===== src/hdl/modexp_pkg.sv =====
`timescale 1ns / 1ps
// ----------------------------------------------------------------------------
// modexp_pkg
// Shared widths, control/status types and state codes for the modular
// exponentiation block.
// ----------------------------------------------------------------------------
package modexp_pkg;

    localparam int FIELD_W = 62;
    localparam int WIDTH   = 62;
    localparam int CNT_W   = $clog2(WIDTH);

    // Multiplier unit control and status
    typedef struct packed {
        logic start;
    } t_mul_ctrl;

    typedef struct packed {
        logic busy;
        logic done;
    } t_mul_stat;

    // Sequencer states, one-hot
    typedef enum logic [5:0] {
        S_IDLE  = 6'b000001,
        S_SQR   = 6'b000010,
        S_SQR_W = 6'b000100,
        S_MUL   = 6'b001000,
        S_MUL_W = 6'b010000,
        S_DONE  = 6'b100000
    } t_state;

endpackage


===== src/hdl/modexp_if.sv =====
`timescale 1ns / 1ps
// ----------------------------------------------------------------------------
// modexp_if
// Valid/ready channels for requests and results of the modular
// exponentiation block.
// ----------------------------------------------------------------------------
interface modexp_in_if;
    logic                              valid;
    logic                              ready;
    logic [modexp_pkg::FIELD_W-1:0]    base_value;
    logic [modexp_pkg::FIELD_W-1:0]    exponent_value;
    logic [modexp_pkg::FIELD_W-1:0]    modulus_value;

    modport source (output valid, output base_value, output exponent_value,
                    output modulus_value, input ready);
    modport sink   (input valid, input base_value, input exponent_value,
                    input modulus_value, output ready);
endinterface

interface modexp_out_if;
    logic                              valid;
    logic                              ready;
    logic [modexp_pkg::FIELD_W-1:0]    power_result;

    modport source (output valid, output power_result, input ready);
    modport sink   (input valid, input power_result, output ready);
endinterface


===== src/hdl/modexp_mulmod.sv =====
`timescale 1ns / 1ps
// ----------------------------------------------------------------------------
// modexp_mulmod
// Shift-and-add modular multiplier: one bit of y per cycle, LSB first,
// with the accumulator and the doubled addend both reduced each step.
// ----------------------------------------------------------------------------
module modexp_mulmod (
    input  logic                         i_clk,
    input  logic                         i_rst_n,
    input  modexp_pkg::t_mul_ctrl        i_ctrl,
    input  logic [modexp_pkg::WIDTH-1:0] i_x,      // below i_m
    input  logic [modexp_pkg::WIDTH-1:0] i_y,
    input  logic [modexp_pkg::WIDTH-1:0] i_m,
    output modexp_pkg::t_mul_stat        o_stat,
    output logic [modexp_pkg::WIDTH-1:0] o_prod
);

    logic                         r_busy, n_busy;
    logic [modexp_pkg::WIDTH-1:0] r_acc, n_acc;
    logic [modexp_pkg::WIDTH-1:0] r_add, n_add;
    logic [modexp_pkg::WIDTH-1:0] r_y, n_y;
    logic [modexp_pkg::WIDTH-1:0] r_m, n_m;

    logic [modexp_pkg::WIDTH:0]   acc_sum, acc_red;
    logic [modexp_pkg::WIDTH:0]   dbl_sum, dbl_red;
    logic                         y_zero;

    assign y_zero = (r_y == '0);

    always_comb begin
        acc_sum = {1'b0, r_acc} + {1'b0, r_add};
        acc_red = (acc_sum >= {1'b0, r_m}) ? (acc_sum - {1'b0, r_m}) : acc_sum;
        dbl_sum = {r_add, 1'b0};
        dbl_red = (dbl_sum >= {1'b0, r_m}) ? (dbl_sum - {1'b0, r_m}) : dbl_sum;
    end

    always_comb begin
        n_busy = r_busy;
        n_acc  = r_acc;
        n_add  = r_add;
        n_y    = r_y;
        n_m    = r_m;
        if (i_ctrl.start) begin
            n_busy = 1'b1;
            n_acc  = '0;
            n_add  = i_x;
            n_y    = i_y;
            n_m    = i_m;
        end else if (r_busy) begin
            if (y_zero) begin
                n_busy = 1'b0;
            end else begin
                if (r_y[0]) begin
                    n_acc = acc_red[modexp_pkg::WIDTH-1:0];
                end
                n_add = dbl_red[modexp_pkg::WIDTH-1:0];
                n_y   = r_y >> 1;
            end
        end
    end

    always_ff @(posedge i_clk) begin
        if (!i_rst_n) begin
            r_busy <= 1'b0;
        end else begin
            r_busy <= n_busy;
        end
    end

    always_ff @(posedge i_clk) begin
        r_acc <= n_acc;
        r_add <= n_add;
        r_y   <= n_y;
        r_m   <= n_m;
    end

    // Remaining multiplier bits all zero: product is final
    assign o_stat.busy = r_busy;
    assign o_stat.done = r_busy && y_zero;
    assign o_prod      = r_acc;

endmodule


===== src/hdl/modular_exponentiation.sv =====
`timescale 1ns / 1ps
// ----------------------------------------------------------------------------
// modular_exponentiation
// Computes base^exponent mod modulus by square-and-multiply on a shared
// shift-and-add modular multiplier.
// ----------------------------------------------------------------------------
// Usage:
//   i_req carries base_value, exponent_value and modulus_value; o_rsp returns
//   power_result, one result per request. A zero exponent gives 1, a zero
//   modulus acts as a modulus of one.
//   i_req.ready is high only while the sequencer is idle; one request is
//   worked at a time.
//   Work: each of the 62 exponent bits, MSB first, costs a squaring and,
//   when the bit is set, a multiply by the base, each product worked on the
//   single multiplier, before the result is loaded into the output register.
//   A zero exponent skips the multiplier. The shared multiplier sets how
//   long a request takes.
//   The result sits in an output register; a new request is taken while it
//   waits. If the receiver stalls when the next result is ready, the
//   sequencer holds in its final state until the register frees.
//   Reset (synchronous, active low) returns to idle and drops o_rsp.valid.
// ----------------------------------------------------------------------------
module modular_exponentiation (
    input  logic            i_clk,
    input  logic            i_rst_n,
    modexp_in_if.sink       i_req,
    modexp_out_if.source    o_rsp
);

    modexp_pkg::t_state             r_state, n_state;
    logic [modexp_pkg::WIDTH-1:0]   r_b, n_b;
    logic [modexp_pkg::WIDTH-1:0]   r_e, n_e;
    logic [modexp_pkg::WIDTH-1:0]   r_m, n_m;
    logic [modexp_pkg::WIDTH-1:0]   r_acc, n_acc;
    logic [modexp_pkg::CNT_W-1:0]   r_cnt, n_cnt;
    logic                           r_out_valid, n_out_valid;
    logic [modexp_pkg::FIELD_W-1:0] r_out, n_out;

    logic [modexp_pkg::WIDTH-1:0]   in_b, in_e, in_m;
    logic                           req_take;
    logic                           last_bit;

    modexp_pkg::t_mul_ctrl          mul_ctrl;
    modexp_pkg::t_mul_stat          mul_stat;
    logic [modexp_pkg::WIDTH-1:0]   mul_y;
    logic [modexp_pkg::WIDTH-1:0]   mul_prod;

    assign in_b = i_req.base_value[modexp_pkg::WIDTH-1:0];
    assign in_e = i_req.exponent_value[modexp_pkg::WIDTH-1:0];
    assign in_m = i_req.modulus_value[modexp_pkg::WIDTH-1:0];

    assign i_req.ready = (r_state == modexp_pkg::S_IDLE);
    assign req_take    = i_req.valid && (r_state == modexp_pkg::S_IDLE);
    assign last_bit    = (r_cnt == modexp_pkg::CNT_W'(modexp_pkg::WIDTH - 1));

    assign mul_ctrl.start = (r_state == modexp_pkg::S_SQR) ||
                            (r_state == modexp_pkg::S_MUL);
    assign mul_y = (r_state == modexp_pkg::S_SQR) ? r_acc : r_b;

    modexp_mulmod u_mulmod (
        .i_clk   (i_clk),
        .i_rst_n (i_rst_n),
        .i_ctrl  (mul_ctrl),
        .i_x     (r_acc),
        .i_y     (mul_y),
        .i_m     (r_m),
        .o_stat  (mul_stat),
        .o_prod  (mul_prod)
    );

    always_comb begin
        n_state     = r_state;
        n_b         = r_b;
        n_e         = r_e;
        n_m         = r_m;
        n_acc       = r_acc;
        n_cnt       = r_cnt;
        n_out_valid = r_out_valid;
        n_out       = r_out;

        if (o_rsp.valid && o_rsp.ready) begin
            n_out_valid = 1'b0;
        end

        case (r_state)
            modexp_pkg::S_IDLE: begin
                if (req_take) begin
                    n_b   = in_b;
                    n_e   = in_e;
                    n_cnt = '0;
                    // Zero modulus acts as one
                    n_m   = (in_m == '0) ? modexp_pkg::WIDTH'(1) : in_m;
                    if (in_e == '0) begin
                        n_acc   = modexp_pkg::WIDTH'(1);
                        n_state = modexp_pkg::S_DONE;
                    end else begin
                        // Running value starts at 1 mod m
                        n_acc   = (in_m > modexp_pkg::WIDTH'(1)) ?
                                  modexp_pkg::WIDTH'(1) : '0;
                        n_state = modexp_pkg::S_SQR;
                    end
                end
            end
            modexp_pkg::S_SQR: begin
                n_state = modexp_pkg::S_SQR_W;
            end
            modexp_pkg::S_SQR_W: begin
                if (mul_stat.done) begin
                    n_acc = mul_prod;
                    if (r_e[modexp_pkg::WIDTH-1]) begin
                        n_state = modexp_pkg::S_MUL;
                    end else begin
                        n_e   = r_e << 1;
                        n_cnt = r_cnt + 1'b1;
                        n_state = last_bit ? modexp_pkg::S_DONE : modexp_pkg::S_SQR;
                    end
                end
            end
            modexp_pkg::S_MUL: begin
                n_state = modexp_pkg::S_MUL_W;
            end
            modexp_pkg::S_MUL_W: begin
                if (mul_stat.done) begin
                    n_acc = mul_prod;
                    n_e   = r_e << 1;
                    n_cnt = r_cnt + 1'b1;
                    n_state = last_bit ? modexp_pkg::S_DONE : modexp_pkg::S_SQR;
                end
            end
            modexp_pkg::S_DONE: begin
                // Hold until the output register is free
                if (!r_out_valid || o_rsp.ready) begin
                    n_out_valid = 1'b1;
                    n_out       = modexp_pkg::FIELD_W'(r_acc);
                    n_state     = modexp_pkg::S_IDLE;
                end
            end
            default: begin
                n_state = modexp_pkg::S_IDLE;
            end
        endcase
    end

    always_ff @(posedge i_clk) begin
        if (!i_rst_n) begin
            r_state     <= modexp_pkg::S_IDLE;
            r_out_valid <= 1'b0;
            r_cnt       <= '0;
        end else begin
            r_state     <= n_state;
            r_out_valid <= n_out_valid;
            r_cnt       <= n_cnt;
        end
    end

    always_ff @(posedge i_clk) begin
        r_b   <= n_b;
        r_e   <= n_e;
        r_m   <= n_m;
        r_acc <= n_acc;
        r_out <= n_out;
    end

    assign o_rsp.valid        = r_out_valid;
    assign o_rsp.power_result = r_out;

endmodule

===== src/flat_wrapper.sv =====
// flat-port wrapper written by rule: the top's interface ports become plain ports
module modular_exponentiation_flat 
  (i_clk, i_rst_n, i_req_valid, i_req_base_value, i_req_exponent_value, i_req_modulus_value, i_req_ready, o_rsp_valid, o_rsp_power_result, o_rsp_ready);
  modexp_in_if i_req_i ();
  modexp_out_if o_rsp_i ();
  input  logic i_clk;
  input  logic i_rst_n;
  input wire logic [$bits(i_req_i.valid)-1:0] i_req_valid;
  input wire logic [$bits(i_req_i.base_value)-1:0] i_req_base_value;
  input wire logic [$bits(i_req_i.exponent_value)-1:0] i_req_exponent_value;
  input wire logic [$bits(i_req_i.modulus_value)-1:0] i_req_modulus_value;
  output wire logic [$bits(i_req_i.ready)-1:0] i_req_ready;
  output wire logic [$bits(o_rsp_i.valid)-1:0] o_rsp_valid;
  output wire logic [$bits(o_rsp_i.power_result)-1:0] o_rsp_power_result;
  input wire logic [$bits(o_rsp_i.ready)-1:0] o_rsp_ready;
  assign i_req_i.valid = i_req_valid;
  assign i_req_i.base_value = i_req_base_value;
  assign i_req_i.exponent_value = i_req_exponent_value;
  assign i_req_i.modulus_value = i_req_modulus_value;
  assign i_req_ready = i_req_i.ready;
  assign o_rsp_valid = o_rsp_i.valid;
  assign o_rsp_power_result = o_rsp_i.power_result;
  assign o_rsp_i.ready = o_rsp_ready;
  modular_exponentiation u_core (.i_clk(i_clk), .i_rst_n(i_rst_n), .i_req(i_req_i), .o_rsp(o_rsp_i));
endmodule

===== config.mk =====
export PLATFORM = sky130hd
export DESIGN_NAME = modular_exponentiation_flat
export DESIGN_NICKNAME = d
export VERILOG_FILES = /design/src/hdl/modexp_pkg.sv /design/src/hdl/modexp_if.sv /design/src/hdl/modexp_mulmod.sv /design/src/hdl/modular_exponentiation.sv /design/src/flat_wrapper.sv
export SDC_FILE = /design/constraint.sdc
export NUM_CORES = 1
export LEC_CHECK = 0
export BUFFER_PORTS_ARGS = -buffer_cell sky130_fd_sc_hd__buf_4
export CORE_MARGIN = 2
export CORE_UTILIZATION = 50
export CTS_BUF_LIST = sky130_fd_sc_hd__clkbuf_4
export DETAILED_ROUTE_END_ITERATION = 6
export PLACE_DENSITY = 0.68
export SLEW_MARGIN = 20
export SYNTH_ARGS = -nofsm -noshare
export SYNTH_HDL_FRONTEND = slang
export SYNTH_SLANG_ARGS = --single-unit

===== constraint.sdc =====
create_clock -name i_clk -period 24.2 [get_ports i_clk]
set_input_delay 1.21 -clock i_clk [delete_from_list [all_inputs] [get_ports i_clk]]
set_output_delay 1.21 -clock i_clk [all_outputs]
set_load 0.02 [all_outputs]

==> results by group <==
Logic synthesis
  • Synthesized area per cell: about 10 µm²
  • Post-synthesis compound-gate area fraction: 18.6%
  • Synth Warn #: 0
  • Seq/Total Area, Yosys: approximately half
  • Number of flops mapped to enable cells by yosys: between 400 and 500
  • Multiplexer share of the synthesized area: 4.59%
  • Number of synthesized register bits: 572
  • XOR/XNOR Fraction of Synth Area: around 4.6%
  • Top_reg_cell synth: edfxtp_1
  • Unique cell type count in the Yosys netlist: 80
  • Simple-gate area share of the yosys netlist: a little under an eighth
  • Post-synthesis instance total: roughly 3,200
  • Syn_nets: between 3,000 and 4,000
  • Ranking of synthesized cells by area: edfxtp_1 (45%), ha_1 (7.1%), a21oi_1 (5.4%)
  • Synth area leader: edfxtp_1
  • Async SR Flop Fraction: 0%
  • Post-synthesis adder-cell area fraction: under 10%
  • Largest family of logic cells by synthesized area: compound AO/OA/AOI/OAI gates
  • Top-area cell type share of the netlist area: roughly 45%
  • Mapped Area: 33,400 µm²

STA
  • Worst Max-Slew Pin Slew: 1090 ps
  • Max Clk Rate: 131 MHz
  • Final setup viols: 0
  • Slew HR: between 20% and 30%
  • Period utilization: between 30% and 40%
  • Slew Limit Fails: 0
  • Setup Skew: 73.1 ps
  • Final hold violations: 0
  • RSZ-0062 raised after global routing: false
  • Post-route minimum period: between 7000 and 8000 ps
  • Final TNS setup: 0 ps

Finish
  • Share of layout cells above drive strength 1: about 16%
  • Non-filler cells, final: between 4,000 and 5,000
  • NumNets Final: approximately 3,800
  • Synth-to-layout area growth: 12.9%

Power and ir drop
  • Leakage Power: around 16 nW
  • VDD IR-drop max: 0.0000998 V
  • Cell Pwr Density: approximately 140 nW/µm²

Die
  • Initial core utilization: around half
  • CORE AREA: around 66,000 µm²
  • Num ports: about 250
  • Die area: ~69,000 µm²
  • Die X: about 260 µm
  • Die Y: approximately 260 µm
  • Row count: 94

CTS
  • CTS tree: built
  • Clock transition at path regs: roughly 70 ps
  • Clock sinks: 572
  • Hold buffers post-CTS: 0
  • Clock latency on the worst-skew pair: ~1000 ps
  • CTS H-tree depth: 4
  • Clock root cell: clkbuf_4
  • Post-CTS Setup Inserts: 0
  • Total CTS buffers: 157
  • Clock Path Buffers: 3
  • Post-CTS sizing: 0

Setup path
  • R2r endpoint: u_core.u_mulmod.o_prod[21]
  • Most frequent CP cell: a21oi_1
  • Worst Setup SP: u_core.u_mulmod.r_add[0]
  • Reg2reg start: u_core.u_mulmod.r_add[0]
  • R2r worst-path depth: 26
  • Setup crit end: u_core.u_mulmod.o_prod[21]
  • Critical Path Slowest Stage Cell: buf_4
  • Crit path max-delay family: compound AO/OA/AOI/OAI gates
  • Worst setup EP type: flip-flop
  • Buf/Inv on CP: 2
  • Worst EP required: between 20,000 and 30,000 ps
  • Crit-path max FO: 32
  • Worst path depth: 26
  • Data arrival, critical path: approximately 8500 ps
  • Worst path max stage delay: between 600 and 700 ps
  • Critical Path Source Type: flip-flop
  • R2r setup slk: approximately 17,000 ps
  • CP Class: flip-flop to flip-flop

Detailed routing
  • DRT antenna net count: 0
  • Routed Wire Length: about 100,000 µm
  • DRT iter0 DRCs: ~2,800
  • Routed vias/inst: roughly 6.1
  • Metal2 WL: 45,200 µm
  • DRT Pass-1 Iters: 6
  • Via count: around 27,000
  • Drt wl/cell: roughly 24 µm
  • DRT met1 WL: around 47,000 µm
  • Uppermost layer routed: met4
  • # DRC: 0
  • Met3 routed WL: ~9000 µm

Global route
  • Grt total ovfl: 0
  • First-pass GRT wire length: approximately 160,000 µm
  • Initial antenna violation count: 5
  • GRT Util Overall: just under 30%
  • Largest net degree at the start of global routing: 97
  • Vias in the first global route: 25,900

Placed design
  • Routability cong.: about 0.96
  • Post-DP HPWL: ~77,000 µm
  • Placed Cells incl. Taps: 4,116
  • IO buf count: approximately 250

Outcome
  • Status: complete, no violations

Job
  • Max-cap violations: 0

Worst hold path
  • Hold Path Class: input port to flip-flop
==> synthesized netlist by cell type, types with 25 or more instances <==
cell	instances
o21ai_0	174
nor3_1	27
and2_1	75
o21ai_1	53
mux2i_1	153
xnor2_1	112
a21o_1	119
nor4_1	58
nand3_1	47
inv_1	122
a21oi_1	357
and3_1	25
nand2_1	228
dfxtp_1	76
a31oi_1	37
edfxtp_1	496
ha_1	188
nand4_1	57
a22o_1	61
xor2_1	64
nor2b_1	30
o21bai_1	36
nor2_1	160
clkbuf_1	185
==> cells in the final DEF, fill, tap and decap left out, types with 27 or more instances in the layout <==
cell and instances:
dfxtp_1 76, nor4_1 58, inv_1 120, a21oi_1 357
and2_1 72, nand3_1 47, nor3_1 27, clkbuf_4 221
o21bai_1 36, o21ai_0 174, nand4_1 57, a31oi_1 37
nor2b_1 29, ha_1 188, a21o_1 119, a22o_1 61
o21ai_1 52, nand2_1 227, buf_4 274, nor2_1 158
xnor2_1 112, edfxtp_1 496, xor2_1 64, mux2i_1 153
clkinv_1 32
==> worst register-to-register path: cells and delay by family (launching register included) <==
kind	cells	cell delay, ps
AOI/OAI and AO/OA	11	2740
adders and majority gates	3	1050
muxes	1	350
xor gates and xnor gates	1	170
DFF	1	420
buffers and inverters	2	690
and+or+nand+nor	8	2090
==> how the worst min path moves through the flow <==
stage,from,to,depth (start not counted)
3_5_place_dp,u_core.r_m[25],u_core.u_mulmod.r_m[25],0
3_3_place_gp,u_core.r_m[58],u_core.u_mulmod.r_m[58],0
2_1_floorplan,u_core.r_m[0],u_core.u_mulmod.r_m[0],0
6_report,i_req_modulus_value[47],u_core.r_m[47],1
5_1_grt,i_req_modulus_value[50],u_core.r_m[50],1
4_1_cts,i_req_modulus_value[47],u_core.r_m[47],1
==> where the power goes <==
group / leakage [nW] / internal [mW] / total [mW] / switching, mW
clock network: 1.22 / 0.478 / 0.909 / 0.431
registers: 5.28 / 1.33 / 1.48 / 0.152
logic: 9.25 / 1.05 / 2.78 / 1.73
==> area by class of cell <==
cell class                 instances  area [µm²]
sequential                       572       16400
fill                            5753       28200
antenna                            4        10.0
multi-input combinational       2284       15600
timing repair buffer             274        2060
clock buffer                     221        1660
tap                              864        1080
clock inverter                    59         397
inverter                         122         463
==> cells by family after synthesis <==
kind of cell	count (synthesis)
buffers and inverters	338
and+or+nand+nor	773
DFF	572
adders and majority gates	191
muxes	153
xor gates and xnor gates	176
AOI/OAI and AO/OA	991
==> through the flow <==
step | worst slack [ps] | power [mW] | hold WS (ps) | utilization, % | area (µm²)
after floorplan | 15460 | 3.51 | 400 | - | 33400
after global placement | 16980 | 4.19 | 401 | 54.0 | 35600
after detailed placement | 16790 | 4.20 | 405 | 54.0 | 35600
after CTS | 16720 | 5.13 | 255 | 57.2 | 37700
after global routing | 16240 | 5.50 | 290 | 57.2 | 37700
final | 16540 | 5.17 | 376 | 57.2 | 37700
==> registers in the layout, summed over array words and instances (netlist names) <==
signal,cells
u_core.o_rsp.power_result,62
u_core.o_rsp.valid,1
u_core.r_acc,62
u_core.r_b,62
u_core.r_cnt,6
u_core.r_e,62
u_core.r_m,62
u_core.r_state,6
u_core.u_mulmod.o_prod,62
u_core.u_mulmod.r_add,62
u_core.u_mulmod.r_busy,1
u_core.u_mulmod.r_m,62
u_core.u_mulmod.r_y,62
==> metal layers <==
metal,vias to the layer above,global-route usage [%]
met5,-,0
met4,0,9.38
met3,165,7.37
met2,1159,43.8
met1,12800,41.9
li1,12500,-
(Power assumes the default switching activity.)
